File: config.mk
export PLATFORM = sky130hd
export DESIGN_NAME = uart_frame_receiver
export DESIGN_NICKNAME = d
export VERILOG_FILES = /design/src/hdl/ufr_pkg.sv /design/src/hdl/uart_frame_receiver.sv
export SDC_FILE = /design/constraint.sdc
export NUM_CORES = 1
export LEC_CHECK = 0
export BUFFER_PORTS_ARGS = -buffer_cell sky130_fd_sc_hd__buf_2
export CAP_MARGIN = 40
export CORE_MARGIN = 2
export CORE_UTILIZATION = 61
export CTS_CLUSTER_DIAMETER = 40
export DETAILED_ROUTE_END_ITERATION = 12
export GPL_ROUTABILITY_DRIVEN = 0
export PLACE_DENSITY = 0.87
export SLEW_MARGIN = 20
export SYNTH_ARGS = -nofsm -noshare
export SYNTH_HDL_FRONTEND = slang
export SYNTH_SLANG_ARGS = --single-unit
File: constraint.sdc
create_clock -name clk -period 6.15 [get_ports clk]
set_input_delay 1.845 -clock clk [delete_from_list [all_inputs] [get_ports clk]]
set_output_delay 1.845 -clock clk [all_outputs]
set_load 0.005 [all_outputs]
File: src/hdl/ufr_pkg.sv
// shared types and constants for the serial frame receiver
package ufr_pkg;

  localparam logic [7:0]  HEADER_BYTE   = 8'hFF;
  localparam logic [7:0]  ESCAPE_BYTE   = 8'h55;
  localparam logic [16:0] PAYLOAD_START = 17'd4;
  localparam logic [16:0] POS_HEADER2   = 17'd1;
  localparam logic [16:0] POS_LEN_HIGH  = 17'd2;
  localparam logic [16:0] POS_LEN_LOW   = 17'd3;

  typedef enum logic {
    OP_BYTE    = 1'b0,
    OP_RELEASE = 1'b1
  } opcode_t;

  typedef enum logic [1:0] {
    ST_STORED   = 2'd0,
    ST_COMPLETE = 2'd1,
    ST_ABANDON  = 2'd2
  } status_t;

  typedef struct packed {
    logic [7:0]  data_byte;
    logic [16:0] position;
    status_t     status;
  } result_t;

endpackage

File: src/hdl/uart_frame_receiver.sv
// serial frame receiver: header search, length capture, escape removal
// an accepted byte's result beat is registered in the output register, or in the skid entry while the output stalls
// throughput: one item per cycle unless item_stall; the per-byte compares and the
//   17-bit count increment sit between the input handshake and the output register
// a two-entry output stage (output register plus skid) absorbs one stalled beat
// reset (rst, synchronous): hunting for a header, no frame pending, outputs empty
module uart_frame_receiver
  import ufr_pkg::*;
(
  input  logic        clk,
  input  logic        rst,
  input  logic        item_valid,
  output logic        item_stall,
  input  logic        opcode,
  input  logic [7:0]  rx_byte,
  output logic        result_valid,
  input  logic        result_stall,
  output logic [7:0]  data_byte,
  output logic [16:0] position,
  output logic [1:0]  status
);

  logic        in_frame, in_frame_next;
  logic [16:0] byte_count, byte_count_next;
  logic [7:0]  length_high, length_high_next;
  logic [15:0] frame_length, frame_length_next;
  logic [7:0]  previous_byte, previous_byte_next;
  logic        frame_pending, frame_pending_next;

  logic        accept;
  logic        res_valid;
  result_t     res;
  logic [16:0] frame_end;

  logic        out_valid;
  result_t     out_res;
  logic        skid_valid;
  result_t     skid_res;
  logic        out_free;

  assign item_stall = skid_valid;
  assign accept     = item_valid && !item_stall;
  assign frame_end  = {1'b0, frame_length_next} + PAYLOAD_START;

  always_comb begin
    in_frame_next      = in_frame;
    byte_count_next    = byte_count;
    length_high_next   = length_high;
    frame_length_next  = frame_length;
    previous_byte_next = previous_byte;
    frame_pending_next = frame_pending;
    res_valid          = 1'b0;
    res.data_byte      = rx_byte;
    res.position       = byte_count;
    res.status         = ST_STORED;
    priority if (opcode == OP_RELEASE) begin
      frame_pending_next = 1'b0;
    end else if (frame_pending) begin
      // byte dropped while the consumer holds the frame
    end else if (!in_frame) begin
      if (rx_byte == HEADER_BYTE) begin
        in_frame_next      = 1'b1;
        byte_count_next    = POS_HEADER2;
        previous_byte_next = rx_byte;
        res_valid          = 1'b1;
        res.position       = '0;
      end
    end else if (byte_count == POS_HEADER2 && rx_byte != HEADER_BYTE) begin
      in_frame_next   = 1'b0;
      byte_count_next = '0;
      res_valid       = 1'b1;
      res.status      = ST_ABANDON;
    end else if (byte_count >= PAYLOAD_START && rx_byte == ESCAPE_BYTE &&
                 previous_byte == HEADER_BYTE) begin
      // escape after a stored 0xff, dropped
    end else begin
      if (byte_count == POS_LEN_HIGH) begin
        length_high_next = rx_byte;
      end else if (byte_count == POS_LEN_LOW) begin
        frame_length_next = {length_high, rx_byte};
      end
      previous_byte_next = rx_byte;
      byte_count_next    = byte_count + 17'd1;
      res_valid          = 1'b1;
      if (byte_count_next >= PAYLOAD_START && byte_count_next == frame_end) begin
        frame_pending_next = 1'b1;
        in_frame_next      = 1'b0;
        res.status         = ST_COMPLETE;
      end
    end
  end

  always_ff @(posedge clk) begin
    if (rst) begin
      in_frame      <= 1'b0;
      byte_count    <= '0;
      length_high   <= '0;
      frame_length  <= '0;
      previous_byte <= '0;
      frame_pending <= 1'b0;
    end else if (accept) begin
      in_frame      <= in_frame_next;
      byte_count    <= byte_count_next;
      length_high   <= length_high_next;
      frame_length  <= frame_length_next;
      previous_byte <= previous_byte_next;
      frame_pending <= frame_pending_next;
    end
  end

  // output register with a skid entry behind it
  assign out_free = !out_valid || !result_stall;

  always_ff @(posedge clk) begin
    if (rst) begin
      out_valid  <= 1'b0;
      skid_valid <= 1'b0;
    end else if (out_free) begin
      if (skid_valid) begin
        out_valid  <= 1'b1;
        skid_valid <= 1'b0;
      end else begin
        out_valid <= accept && res_valid;
      end
    end else if (accept && res_valid) begin
      skid_valid <= 1'b1;
    end
  end

  always_ff @(posedge clk) begin
    if (out_free) begin
      if (skid_valid) begin
        out_res <= skid_res;
      end else if (accept && res_valid) begin
        out_res <= res;
      end
    end else if (accept && res_valid) begin
      skid_res <= res;
    end
  end

  assign result_valid = out_valid;
  assign data_byte    = out_res.data_byte;
  assign position     = out_res.position;
  assign status       = out_res.status;

endmodule

==> reports/qor.yml <==
run_status:
  status: "completed"
worst_setup_path:
  reg2regPathDepth: 15
  reg2reg_from: "byte_count[8]"
  reg2reg_setup_slack_ns: 1.45
  crit_fanout: 11
  worstSetupPathType: "input pin to register"
  endpoint_kind: "register"
  r2r-end: "status[0]"
  crit_required_ns: 6.38
  startpoint_type: "input pin"
  crit_arrival_ns: 5.67
synth:
  syn_area_mm2: 0.00600
  ys_types: 67
  yosys-top-cells-area: "edfxtp_1 (27%), dfxtp_1 (18%), mux2i_1 (5.2%)"
  async_flop_share_pct: 0
  ys.flop_type: "edfxtp_1"
  synth.net_count: 638
  yosysMostFrequentCell: "nand2_1"
  synth_cells: 620
  synth_seq_cells: 107
  ys_seq_area_share_pct: 44.7
  yosys.area.top_type: "edfxtp_1"
  avgSynthCellArea_um2: 9.68
  synth_warnings: 0
  yosysTopAreaCellShare_pct: 27.0
  synth_edf_count: 54
  synth_common_cells: "nand2_1 (69), nor2_1 (57), edfxtp_1 (54), dfxtp_1 (53), a21oi_1 (44)"
floorplan:
  die_x_um: 103
  placeableCoreArea_mm2: 0.00968
  ios: 42
  dieArea_mm2: 0.0107
  die_h_um: 103
  row_count: 36
  start_util_pct: 62.0
layout:
  synthToLayoutAreaGrowth_pct: 7.71
  final_core_util_pct: 66.8
  drive_gt1_share_pct: 17.4
  multi_input_area_mm2: 0.00312
  antennaDiodeCount: 0
  instances_no_fill: 783
  fin_nets: 663
  regArea_mm2: 0.00268
  n_fill_cell: 742
drt:
  routed_wl_mm: 15.0
  first_pass_iters: 8
  vias_per_cell: 6.46
  drt_iter0_markers: 796
  drc: 0
  drtAntennaViolNets: 0
  post_drt_wl_per_cell_um: 19.2
  num_vias: 5059
sta:
  max-slew-margin-rel_pct: 46.1
  tightest_slew_ns: 0.803
  setup_viol: 0
  setup_ws_ns: 0.711
  finClkSkew_ns: 0.0111
  final_hold_viol_count: 0
  max_freq_mhz: 184
  fin_crit_sh_pct: 88.4
  finalMaxSlewViolations: 0
  tns_ns: 0
  final.min_clock_period_ns: 5.44
  rsz0062_at_grt: "false"
clock_tree:
  post_cts_buffers: 0
  post_cts_resized: 0
  clk_pin_slew_ns: 0.09
  clock_latency_ns: 0.39
  clockBufferDepth: 2
  cts_tree: "built"
  cts_inserted_buffers: 9
  cts_root_buffer: "clkbuf_8"
  htreeDepth: 3
  numClockSinks: 107
  ctsHoldBuffers: 0
global_route:
  grt_pass1_vias: 4733
  grt_max_degree: 34
  overflow: 0
  grt.total_usage_pct: 29.0
  grt_pass1_wl_mm: 23.7
  antenna_found_initial: 0
placed_design:
  hpwl_mm: 10.5
  dp_cells: 767
  place_ws_ns: 0.430
  port_buffers: 41
min_path:
  hold_class: "register to register"
  min_to: "frame_length[10]"
  holdPathStages: 2
  min_from: "frame_length[10]"
power:
  leakage_nw: 2.32
  peakVddDrop_uv: 128
  power.density_mw_per_mm2: 183
flow_run:
  maxCapViolCount: 0
## state kept, by name (all words and copies together), names as in the netlist
register and cells:
previous_byte 8, length_high 8, frame_length 16, result_valid 1
position 17, byte_count 17, data_byte 8, skid_res 27
status 2, in_frame 1, frame_pending 1, item_stall 1
## critical path: stages
cell     delay [ns]
buf_2          0.22
nand4_1        0.22
o21ai_1        0.22
nand4_1        0.34
mux2i_4        0.31
inv_1          0.08
ha_1           0.29
xnor2_1        0.17
xnor2_1        0.26
xnor2_1        0.10
or3_1          0.32
a21oi_1        0.24
and4_1         0.22
nand4_1        0.09
or4b_4         0.51
o31ai_2        0.22
## placed cells by master, fill, tap and decap left out, types with 9 or more instances in the layout
cell      netlist  final
a21oi_1        44     43
and2_1         22     22
buf_2          14     41
buf_4           3     10
clkbuf_8        0      9
dfxtp_1        53     53
edfxtp_1       54     54
mux2_2         25     25
mux2i_1        31     31
nand2_1        69     69
nand3_1        21     21
nand4_1        14     14
nor2_1         57     56
nor3_1         21     21
nor4_1          9      9
o21ai_0        16     16
or3_1          10     10
xnor2_1        34     34
xor2_1         10     10
## cell families (layout without fill, tap and decap cells)
logic type,after synthesis,count (layout),share of synthesized area [%]
AND/OR/NAND/NOR,268,268,24.5
flip-flops,107,107,44.7
AO/OA/AOI/OAI,93,93,9.36
multiplexers,57,57,10.2
XOR/XNOR,45,45,6.69
buffers and inverters,45,75,3.54
adder cells (fa/ha/maj),5,5,1.04
## per-layer routing
metal	GRT usage, %	wire, µm	up-vias	share of wire [%]
met3	5.91	1490	80	9.9
met5	0	0	-	0
met2	46.1	6950	323	46
met1	37.4	5970	2365	40
li1	-	-	2291	-
met4	15.5	640	0	4.3
## worst max-delay path by stage
stage,depth (start not counted),start,to
2_1_floorplan,17,rx_byte[5],status[0]
3_3_place_gp,16,rx_byte[5],status[0]
3_5_place_dp,16,rx_byte[5],status[0]
4_1_cts,16,rx_byte[5],status[0]
5_1_grt,16,rx_byte[5],status[0]
6_report,16,rx_byte[5],status[0]
## power breakdown
part,leakage [nW],switching [mW],internal [mW]
registers,0.933,0.00156,0.744
logic,1.31,0.0294,0.0145
clock network,0.0803,0.246,0.147
total,2.32,0.277,0.906
## per-stage QoR
stage / power, mW / area, µm² / hold slack (ns)
2_1_floorplan: 0.786 / 6000 / 0.440
4_1_cts: 1.18 / 6470 / 0.481
3_5_place_dp: 0.804 / 6300 / 0.467
3_3_place_gp: 0.799 / 6260 / 0.452
5_1_grt: 1.22 / 6470 / 0.513
6_report: 1.18 / 6470 / 0.477
## area by class of cell
| type | instances | share of cell area [%] |
|---|---|---|
| timing repair buffer | 52 | 4.76 |
| clock buffer | 10 | 1.97 |
| tap | 133 | 2.57 |
| clock inverter | 6 | 0.638 |
| sequential | 107 | 41.5 |
| inverter | 7 | 0.406 |
| multi-input combinational | 468 | 48.2 |
Power figures use the tool's default switching activity.
